**config.mk**
```make
export PLATFORM = sky130hd
export DESIGN_NAME = external_irq_edge_controller_flat
export DESIGN_NICKNAME = d
export VERILOG_FILES = /design/src/hdl/eic_pkg.sv /design/src/hdl/eic_channels.sv /design/src/hdl/external_irq_edge_controller.sv /design/src/hdl/eic_eval.sv /design/src/flat_wrapper.sv
export SDC_FILE = /design/constraint.sdc
export NUM_CORES = 1
export LEC_CHECK = 0
export ABC_AREA = 1
export BUFFER_PORTS_ARGS = -buffer_cell sky130_fd_sc_hd__buf_4
export CAP_MARGIN = 10
export CORE_ASPECT_RATIO = 1.25
export CORE_UTILIZATION = 30
export CTS_CLUSTER_DIAMETER = 100
export CTS_CLUSTER_SIZE = 16
export DETAILED_ROUTE_END_ITERATION = 10
export PLACE_DENSITY = 0.56
export SYNTH_ARGS = -nofsm -noshare
export SYNTH_HDL_FRONTEND = slang
export SYNTH_HIERARCHICAL = 1
export SYNTH_SLANG_ARGS = --single-unit
```
**constraint.sdc**
```tcl
create_clock -name clk -period 6.7 [get_ports clk]
set_clock_uncertainty 0.1 [all_clocks]
set_input_delay 0 -clock clk [delete_from_list [all_inputs] [get_ports clk]]
set_output_delay 0 -clock clk [all_outputs]
set_load 0.02 [all_outputs]
```
**src/hdl/eic_pkg.sv**
```systemverilog
// eic_pkg: shared constants, codes, types and the priority encoder for the
// external interrupt edge controller. Depends on nothing.
package eic_pkg;

  localparam int unsigned DEF_CHANNELS = 32;
  localparam int unsigned DEF_GROUPS   = 4;

  localparam int unsigned FIELD_W      = 32;
  localparam int unsigned LINES_W      = 4;
  localparam int unsigned CHAN_IDX_W   = 5;
  localparam int unsigned GROUP_SIZE   = 8;
  localparam int unsigned OP_W         = 2;
  localparam int unsigned CFG_IDX_W    = 2;

  // op codes of an input item
  localparam logic [OP_W-1:0] OP_SAMPLE = 2'd0;
  localparam logic [OP_W-1:0] OP_STATUS = 2'd1;
  localparam logic [OP_W-1:0] OP_CLEAR  = 2'd2;

  // configuration register indexes
  localparam logic [CFG_IDX_W-1:0] REG_RISE_ENABLE    = 2'd0;
  localparam logic [CFG_IDX_W-1:0] REG_FALL_ENABLE    = 2'd1;
  localparam logic [CFG_IDX_W-1:0] REG_REQUEST_ENABLE = 2'd2;

  typedef struct packed {
    logic [FIELD_W-1:0] last_levels;
    logic [FIELD_W-1:0] pending;
  } eic_state_t;

  typedef struct packed {
    logic [FIELD_W-1:0]    pending;
    logic [LINES_W-1:0]    request_lines;
    logic                  request_any;
    logic [CHAN_IDX_W-1:0] first_channel;
    logic                  first_valid;
  } eic_result_t;

  // lowest set bit, zero when none
  function automatic logic [CHAN_IDX_W-1:0] lowest_set(input logic [FIELD_W-1:0] v);
    logic [CHAN_IDX_W-1:0] idx;
    idx = '0;
    for (int i = FIELD_W - 1; i >= 0; i--) begin
      if (v[i]) begin
        idx = CHAN_IDX_W'(i);
      end
    end
    return idx;
  endfunction

endpackage

```
**src/hdl/eic_channels.sv**
```systemverilog
// eic_channels: valid/ready channel interfaces for items, results and
// configuration writes. Depends on eic_pkg.
interface eic_in_if import eic_pkg::*; ();
  logic               valid;
  logic               ready;
  logic [OP_W-1:0]    op;
  logic [FIELD_W-1:0] pin_levels;
  logic [FIELD_W-1:0] clear_mask;

  modport source (output valid, op, pin_levels, clear_mask, input ready);
  modport sink   (input valid, op, pin_levels, clear_mask, output ready);
endinterface

interface eic_out_if import eic_pkg::*; ();
  logic                  valid;
  logic                  ready;
  logic [FIELD_W-1:0]    pending;
  logic [LINES_W-1:0]    request_lines;
  logic                  request_any;
  logic [CHAN_IDX_W-1:0] first_channel;
  logic                  first_valid;

  modport source (output valid, pending, request_lines, request_any, first_channel,
                  first_valid, input ready);
  modport sink   (input valid, pending, request_lines, request_any, first_channel,
                  first_valid, output ready);
endinterface

interface eic_cfg_if import eic_pkg::*; ();
  logic                 valid;
  logic                 ready;
  logic [CFG_IDX_W-1:0] index;
  logic [FIELD_W-1:0]   data;

  modport source (output valid, index, data, input ready);
  modport sink   (input valid, index, data, output ready);
endinterface

```
**src/hdl/external_irq_edge_controller.sv**
```systemverilog
// external_irq_edge_controller: top level of the 32-channel edge-triggered
// interrupt unit. Depends on eic_pkg, eic_channels and eic_eval.
//
// Usage
//   in_ch  : one item per handshake; op selects sample pins, status read or
//            write-one-to-clear of the pending flags
//   out_ch : one result per item, in order: pending flags, one request line
//            per group of eight channels, any-request and lowest channel
//   cfg_ch : register writes (rise enable, fall enable, request enable);
//            always ready, only to be used while no item is in flight
// Timing
//   an item is registered into the input stage on acceptance and evaluated from
//   there into the result register once that register is free or being taken
//   one item per cycle sustained while out_ch takes each result; the single
//   evaluation step that reads and updates the edge and pending state sets that rate
// Reset
//   rst_n clears the enables, the last pin sample and all pending flags and
//   empties both stages; the first sample is compared against all zero
// Stall
//   a held result keeps its payload; the input stage still takes one item
//   while the result waits, then in_ch.ready drops until out_ch moves
module external_irq_edge_controller import eic_pkg::*; #(
  parameter int unsigned CHANNELS = DEF_CHANNELS,
  parameter int unsigned GROUPS   = DEF_GROUPS
) (
  input  logic      clk,
  input  logic      rst_n,
  eic_in_if.sink    in_ch,
  eic_out_if.source out_ch,
  eic_cfg_if.sink   cfg_ch
);

  localparam logic [FIELD_W-1:0] CHAN_MASK = (CHANNELS >= FIELD_W) ? {FIELD_W{1'b1}} :
                                             ((FIELD_W'(1) << CHANNELS) - FIELD_W'(1));

  // configuration registers
  logic [FIELD_W-1:0] rise_en_r;
  logic [FIELD_W-1:0] fall_en_r;
  logic [FIELD_W-1:0] req_en_r;

  // edge and pending state
  eic_state_t state_r;
  eic_state_t state_nxt;

  // input stage
  logic               s1_valid_r;
  logic [OP_W-1:0]    s1_op_r;
  logic [FIELD_W-1:0] s1_pins_r;
  logic [FIELD_W-1:0] s1_clear_r;

  // result stage
  logic        out_valid_r;
  eic_result_t out_res_r;
  eic_result_t res_nxt;

  logic s1_adv;
  logic in_take;

  // the result register frees when empty or being taken this cycle
  assign s1_adv  = s1_valid_r && (!out_valid_r || out_ch.ready);
  assign in_take = in_ch.valid && in_ch.ready;

  assign in_ch.ready  = !s1_valid_r || s1_adv;
  assign cfg_ch.ready = 1'b1;

  eic_eval #(
    .CHANNELS (CHANNELS),
    .GROUPS   (GROUPS)
  ) u_eval (
    .op             (s1_op_r),
    .pin_levels     (s1_pins_r),
    .clear_mask     (s1_clear_r),
    .rise_enable    (rise_en_r),
    .fall_enable    (fall_en_r),
    .request_enable (req_en_r),
    .state          (state_r),
    .state_nxt      (state_nxt),
    .result         (res_nxt)
  );

  // register writes, masked to the live channels
  always_ff @(posedge clk) begin
    if (!rst_n) begin
      rise_en_r <= '0;
      fall_en_r <= '0;
      req_en_r  <= '0;
    end else if (cfg_ch.valid) begin
      case (cfg_ch.index)
        REG_RISE_ENABLE:    rise_en_r <= cfg_ch.data & CHAN_MASK;
        REG_FALL_ENABLE:    fall_en_r <= cfg_ch.data & CHAN_MASK;
        REG_REQUEST_ENABLE: req_en_r  <= cfg_ch.data & CHAN_MASK;
        default: begin
        end
      endcase
    end
  end

  // state moves only when an item leaves the input stage
  always_ff @(posedge clk) begin
    if (!rst_n) begin
      state_r <= '0;
    end else if (s1_adv) begin
      state_r <= state_nxt;
    end
  end

  always_ff @(posedge clk) begin
    if (!rst_n) begin
      s1_valid_r <= 1'b0;
    end else if (in_take) begin
      s1_valid_r <= 1'b1;
    end else if (s1_adv) begin
      s1_valid_r <= 1'b0;
    end
  end

  always_ff @(posedge clk) begin
    if (in_take) begin
      s1_op_r    <= in_ch.op;
      s1_pins_r  <= in_ch.pin_levels;
      s1_clear_r <= in_ch.clear_mask;
    end
  end

  always_ff @(posedge clk) begin
    if (!rst_n) begin
      out_valid_r <= 1'b0;
    end else if (s1_adv) begin
      out_valid_r <= 1'b1;
    end else if (out_ch.ready) begin
      out_valid_r <= 1'b0;
    end
  end

  always_ff @(posedge clk) begin
    if (s1_adv) begin
      out_res_r <= res_nxt;
    end
  end

  assign out_ch.valid         = out_valid_r;
  assign out_ch.pending       = out_res_r.pending;
  assign out_ch.request_lines = out_res_r.request_lines;
  assign out_ch.request_any   = out_res_r.request_any;
  assign out_ch.first_channel = out_res_r.first_channel;
  assign out_ch.first_valid   = out_res_r.first_valid;

endmodule

```
**src/hdl/eic_eval.sv**
```systemverilog
// eic_eval: edge detection, pending update and request reporting for one
// item, purely combinational. Depends on eic_pkg.
module eic_eval import eic_pkg::*; #(
  parameter int unsigned CHANNELS = DEF_CHANNELS,
  parameter int unsigned GROUPS   = DEF_GROUPS
) (
  input  logic [OP_W-1:0]    op,
  input  logic [FIELD_W-1:0] pin_levels,
  input  logic [FIELD_W-1:0] clear_mask,
  input  logic [FIELD_W-1:0] rise_enable,
  input  logic [FIELD_W-1:0] fall_enable,
  input  logic [FIELD_W-1:0] request_enable,
  input  eic_state_t         state,
  output eic_state_t         state_nxt,
  output eic_result_t        result
);

  localparam logic [FIELD_W-1:0] CHAN_MASK = (CHANNELS >= FIELD_W) ? {FIELD_W{1'b1}} :
                                             ((FIELD_W'(1) << CHANNELS) - FIELD_W'(1));
  localparam int unsigned FIT_GROUPS = FIELD_W / GROUP_SIZE;
  localparam int unsigned LINE_CAP   = (LINES_W < FIT_GROUPS) ? LINES_W : FIT_GROUPS;
  localparam int unsigned LIVE_LINES = (GROUPS < LINE_CAP) ? GROUPS : LINE_CAP;

  logic [FIELD_W-1:0] pins;
  logic [FIELD_W-1:0] hits;
  logic [FIELD_W-1:0] req;

  always_comb begin
    pins      = pin_levels & CHAN_MASK;
    hits      = ((pins & ~state.last_levels) & rise_enable) |
                ((~pins & state.last_levels) & fall_enable);
    state_nxt = state;
    case (op)
      OP_SAMPLE: begin
        state_nxt.pending     = state.pending | hits;
        state_nxt.last_levels = pins;
      end
      OP_CLEAR: begin
        state_nxt.pending = state.pending & ~clear_mask;
      end
      default: begin
        state_nxt = state;
      end
    endcase
    state_nxt.pending = state_nxt.pending & CHAN_MASK;

    req                  = state_nxt.pending & request_enable & CHAN_MASK;
    result.pending       = state_nxt.pending;
    result.request_lines = '0;
    for (int g = 0; g < LIVE_LINES; g++) begin
      result.request_lines[g] = |req[g*GROUP_SIZE +: GROUP_SIZE];
    end
    result.request_any   = |req;
    result.first_valid   = |req;
    result.first_channel = lowest_set(req);
  end

endmodule

```
**src/flat_wrapper.sv**
```systemverilog
// flat-port wrapper written by rule: the top's interface ports become plain ports
module external_irq_edge_controller_flat import eic_pkg::*;
#(
  parameter int unsigned CHANNELS = DEF_CHANNELS,
  parameter int unsigned GROUPS   = DEF_GROUPS
)
  (clk, rst_n, in_ch_valid, in_ch_op, in_ch_pin_levels, in_ch_clear_mask, in_ch_ready, out_ch_valid, out_ch_pending, out_ch_request_lines, out_ch_request_any, out_ch_first_channel, out_ch_first_valid, out_ch_ready, cfg_ch_valid, cfg_ch_index, cfg_ch_data, cfg_ch_ready);
  eic_in_if in_ch_i ();
  eic_out_if out_ch_i ();
  eic_cfg_if cfg_ch_i ();
  input  logic clk;
  input  logic rst_n;
  input wire logic [$bits(in_ch_i.valid)-1:0] in_ch_valid;
  input wire logic [$bits(in_ch_i.op)-1:0] in_ch_op;
  input wire logic [$bits(in_ch_i.pin_levels)-1:0] in_ch_pin_levels;
  input wire logic [$bits(in_ch_i.clear_mask)-1:0] in_ch_clear_mask;
  output wire logic [$bits(in_ch_i.ready)-1:0] in_ch_ready;
  output wire logic [$bits(out_ch_i.valid)-1:0] out_ch_valid;
  output wire logic [$bits(out_ch_i.pending)-1:0] out_ch_pending;
  output wire logic [$bits(out_ch_i.request_lines)-1:0] out_ch_request_lines;
  output wire logic [$bits(out_ch_i.request_any)-1:0] out_ch_request_any;
  output wire logic [$bits(out_ch_i.first_channel)-1:0] out_ch_first_channel;
  output wire logic [$bits(out_ch_i.first_valid)-1:0] out_ch_first_valid;
  input wire logic [$bits(out_ch_i.ready)-1:0] out_ch_ready;
  input wire logic [$bits(cfg_ch_i.valid)-1:0] cfg_ch_valid;
  input wire logic [$bits(cfg_ch_i.index)-1:0] cfg_ch_index;
  input wire logic [$bits(cfg_ch_i.data)-1:0] cfg_ch_data;
  output wire logic [$bits(cfg_ch_i.ready)-1:0] cfg_ch_ready;
  assign in_ch_i.valid = in_ch_valid;
  assign in_ch_i.op = in_ch_op;
  assign in_ch_i.pin_levels = in_ch_pin_levels;
  assign in_ch_i.clear_mask = in_ch_clear_mask;
  assign in_ch_ready = in_ch_i.ready;
  assign out_ch_valid = out_ch_i.valid;
  assign out_ch_pending = out_ch_i.pending;
  assign out_ch_request_lines = out_ch_i.request_lines;
  assign out_ch_request_any = out_ch_i.request_any;
  assign out_ch_first_channel = out_ch_i.first_channel;
  assign out_ch_first_valid = out_ch_i.first_valid;
  assign out_ch_i.ready = out_ch_ready;
  assign cfg_ch_i.valid = cfg_ch_valid;
  assign cfg_ch_i.index = cfg_ch_index;
  assign cfg_ch_i.data = cfg_ch_data;
  assign cfg_ch_ready = cfg_ch_i.ready;
  external_irq_edge_controller #(.CHANNELS(CHANNELS), .GROUPS(GROUPS)) u_core (.clk(clk), .rst_n(rst_n), .in_ch(in_ch_i), .out_ch(out_ch_i), .cfg_ch(cfg_ch_i));
endmodule
```
Yosys cells after proc, flatten, opt, wreduce, memory -nomap -nowiden
Cells that the tools add are included.
W data, S select, Z words.

storage, ports and cells
  register bits = 270
  input bits = 105

cells by class
  equality and inequality tests = 3
  mux-type cells = 36
  bitwise logic cells = 11
  reduce and logical (&&, ||, !) cells = 22

operators by type and width
  cell                  count
  $and A32 B32 Y32      6
  $not A32 Y32          3
  $mux W5               16
  $or A32 B32 Y32       2
  $pmux W32 S2          1
  $mux W4               8
  $reduce_or A32 Y1     1
  $reduce_or A8 Y1      4
  $reduce_or A16 Y1     1
  $mux W3               4
  $reduce_and A2 Y1     4
  $mux W1               5
  $eq A2 B2 Y1 const B  2
  $logic_not A2 Y1      2
  $mux W2               2
  $reduce_bool A2 Y1    2
  $reduce_or A4 Y1      1
  $eq A2 B1 Y1 const B  1
  $logic_and A1 B1 Y1   2
  $logic_not A1 Y1      2
  $logic_or A1 B1 Y1    2
  $reduce_or A2 Y1      1

Longest topological paths before layout
  depth in word-level cells = 38
  mapped depth = 36
  depth with buffers taken out = 36

By module
The synthesis kept the hierarchy.

by module, submodules not included
  module                        times used  cells an instance  area an instance (µm²)  sequential area each (µm²)
  external_irq_edge_controller  1           1,160              10,308.6                6,516.2
  eic_eval                      1           458                2,145.8                 0.0

Least setup slack after synthesis
Ideal clock, no wire load.

  path type = register -> register
  from = reg u_core.s1_valid_r
  to = reg u_core.out_res_r (netlist bit u_core/out_ch.first_channel[0]) (enable)
  setup time = 0.458 ns
  data arrival time = 2.857 ns
  data required time = 6.142 ns
  path slack = 3.286 ns
  cell stages (with the launch flop) = 5
  buffers on the path = 2
  clock period less this slack = 3.414 ns
  cell sequence = dfxtp_1 > buf_2 > buf_2 > inv_1 > a21oi_1

between the ends
  word-level cells in the longest chain between the ends = 1

ends and longest elaborated chain
  what                     line                                 source
  from (decl)              external_irq_edge_controller.sv:46   logic s1_valid_r;
  from (signal assigned)   external_irq_edge_controller.sv:109  s1_valid_r <= 1'b0;
  from (signal assigned)   external_irq_edge_controller.sv:111  s1_valid_r <= 1'b1;
  from (signal assigned)   external_irq_edge_controller.sv:113  s1_valid_r <= 1'b0;
  $logic_and A1 B1 Y1      external_irq_edge_controller.sv:60   assign s1_adv = s1_valid_r && (!out_valid_r || out_ch.ready);
  named net u_core.s1_adv  external_irq_edge_controller.sv:56   logic s1_adv;
  to (signal assigned)     external_irq_edge_controller.sv:137  out_res_r <= res_nxt;
  to (decl)                external_irq_edge_controller.sv:53   eic_result_t out_res_r;

The timed path passes the listed nets, and every way through them passes these cells.
A chain may end at the register's enable or synchronous reset.

==> results by group <==
Run status
  – Run status: finished, final reports clean

Place
  – Pre-CTS setup slack: 3.11 ns
  – Routability cong.: 0.759
  – Port buffer count: 149
  – Post-DP HPWL: 20000 um

Floorplanning
  – Die Span X: 184 um
  – Total I/O pin count: 151
  – Starting Density: 30.4%
  – Die H: 230 um
  – Die area: 42300 um^2
  – Row cnt: 83
  – Core ar.: 41000 um^2

Layout
  – Layout area overhead: 22.2%
  – Register area: 6520 um^2
  – Most frequent cells in the layout: 447 x nand2_1, 268 x nor2_1, 203 x inv_1, 161 x dfxtp_1, 157 x buf_4
  – NumNets Final: 1889
  – Multi-input logic area: 4440 um^2
  – Antenna diodes: 0
  – Fill count: 4228
  – Share of layout cells above drive strength 1: 10.6%
  – Util after Layout: 37.1%
  – Most common cell after layout, fill and taps aside: nand2_1

Drt
  – Vias per cell: 4.40
  – Routed wire length: 32700 um
  – Residual DRC count: 0
  – Initial DRT Pass Iterations: 5
  – Routed length per instance: 13.9 um
  – Initial drt markers: 588
  – Via count: 10325
  – Final ANT Viol Nets: 0

Power and ir drop
  – P_sw: 910 uW
  – Leakage power: 0.00686 uW
  – Clock power frac: 33.1%
  – Power Internal: 2610 uW
  – Sw Share: 25.9%
  – P per Cell Area: 231 nW/um^2
  – Peak supply drop: 0.130 mV
  – Combinational cell fraction of total power: 13.4%
  – Flop pwr share: 53.5%

Global route
  – Initial antenna violation count: 0
  – GRT overflow: 0
  – Vias in the first global route: 9842
  – First-pass GRT wire length: 51900 um
  – Largest net degree at the start of global routing: 94
  – Total track usage: 15.5%

STA
  – Fmax: 280 MHz
  – Final min period: 3.57 ns
  – Final WS setup: 3.13 ns
  – RSZ-0062 raised after global routing: false
  – Final period utilization: 53.3%
  – # setup viols final: 0
  – Slew margin rel.: 25.5%
  – Setup TNS: 0 ns
  – Final Hold Fails: 0
  – Fin. max-slew vios: 0
  – Slew @ Worst Pin: 1.11 ns

Setup path
  – Worst Setup End Kind: flop
  – Critical Path RT: 6.97 ns
  – Slowest CP cell: nor2_4
  – Most frequent CP cell: nand2_1
  – Worst-path maximum fanout: 32
  – Crit path DAT: 3.84 ns
  – R2R setup slack: 3.13 ns
  – Buffer and inverter count on the worst path: 0
  – Worst Setup Start Kind: flop
  – CP max stage delay: 0.78 ns
  – CP Class: reg2reg
  – CP delay by family, top: simple AND/OR/NAND/NOR gates

Clock network
  – Post-CTS sizing: 0
  – Clk buf depth: 3
  – Hold buffers post-CTS: 104
  – Clock Latency Late Sink: 0.51 ns
  – CTS tree: done
  – CTS Buf Count: 20
  – Reg clk slew, reported paths: 0.08 ns
  – Clk sinks: 271
  – Post-CTS setup buffer count: 0
  – H-tree levels: 1
  – Root Driver: clkbuf_16

Synthesis
  – Synthesized cell area: 12500 um^2
  – Post-synth top area share: 26.3%
  – Largest cells by area after synthesis: edfxtp_1 26%, dfxtp_1 26%, nand2_1 14%
  – Synth Register Bits: 271
  – Average size of a mapped cell: 7.70 um^2
  – Post-synth top area cell: edfxtp_1
  – Cells after synthesis: 1618
  – Syn nets: 1723
  – Sequential share of the synthesized area: 52.3%
  – YS warnings: 6
  – Count of cell types in the netlist: 30

Job
  – Max cap viols: 0

Min path
  – Min-Delay Path Class: in2reg
## metrics by stage
step                hold slack, ns  power (uW)  std cells  cell area [um^2]
floorplan                 -0.00113        2210       1618             12500
global placement            0.0789        2340       2210             13600
detailed placement          0.0792        2350       2210             13600
CTS                         0.0659        3570       2349             15200
global route                0.0718        3700       2349             15200
finish                       0.101        3520       2349             15200
## synth_stat cells, drive strengths merged
| master | instances |
|---|---|
| and3 | 13 |
| inv | 205 |
| a21oi | 102 |
| a22o | 15 |
| o31ai | 1 |
| o21ai | 48 |
| a21boi | 1 |
| nand3 | 104 |
| conb | 1 |
| nand2 | 448 |
| clkbuf | 10 |
| a31oi | 3 |
| o21bai | 2 |
| nor3 | 1 |
| o2bb2ai | 14 |
| buf | 107 |
| edfxtp | 109 |
| clkinv | 1 |
| dfxtp | 162 |
| nor2 | 271 |
## cell families (layout without fill, tap and decap cells)
group,after synthesis,count (layout),synth area share (%)
flip-flops,271,271,52.3
AO/OA/AOI/OAI,186,186,8.52
other,1,1,0.0301
AND/OR/NAND/NOR,837,837,26.9
buffers and inverters,323,502,12.2
## power groups by stage
stage               clock network, uW  logic (uW)  registers, uW
floorplan                           0         290           1920
global placement                    0         416           1920
detailed placement                  0         425           1920
CTS                              1210         476           1880
global route                     1270         532           1890
finish                           1170         471           1880
## flip-flops by register name, indices dropped and copies added, names as in the netlist
signal and cells:
u_core/out_ch.first_valid 1, u_core/s1_pins_r 32, u_core/s1_op_r 2, u_core/fall_en_r 32, u_core/out_ch.request_any 1, u_core/s1_clear_r 32, u_core/out_ch.valid 1, u_core/out_ch.pending 32
u_core/rise_en_r 32, u_core/state_r 64, u_core/out_ch.first_channel 5, u_core/s1_valid_r 1, u_core/out_ch.request_lines 4, u_core/req_en_r 32
## layout make-up
cell class	count	share of cell area [%]
Timing Repair Buffer	261	14.6
Sequential cell	271	42.8
Inverter	206	5.08
Tap cell	552	4.54
Clock buffer	35	3.80
Multi-Input combinational cell	1024	29.2
## path summary, 6_finish.rpt
kind / from / end / cells after the start
max: u_core/s1_op_r[0]$_DFFE_PP_ / u_core/out_ch.first_channel[0]$_DFFE_PP_ / 35
min: in_ch_clear_mask[30] / u_core/s1_clear_r[30]$_DFFE_PP_ / 2
max reg2reg: u_core/s1_op_r[0]$_DFFE_PP_ / u_core/out_ch.first_channel[0]$_DFFE_PP_ / 35
min reg2reg: u_core/rise_en_r[21]$_SDFFE_PN0P_ / u_core/rise_en_r[21]$_SDFFE_PN0P_ / 2
## routing by layer
metal	vias up	track usage, %	wire length, um
met3	36	1.77	1300
li1	5342	-	-
met4	0	4.17	628
met1	4769	20.2	15100
met5	-	0	0
met2	178	26.8	15700
(Power assumes the default switching activity.)
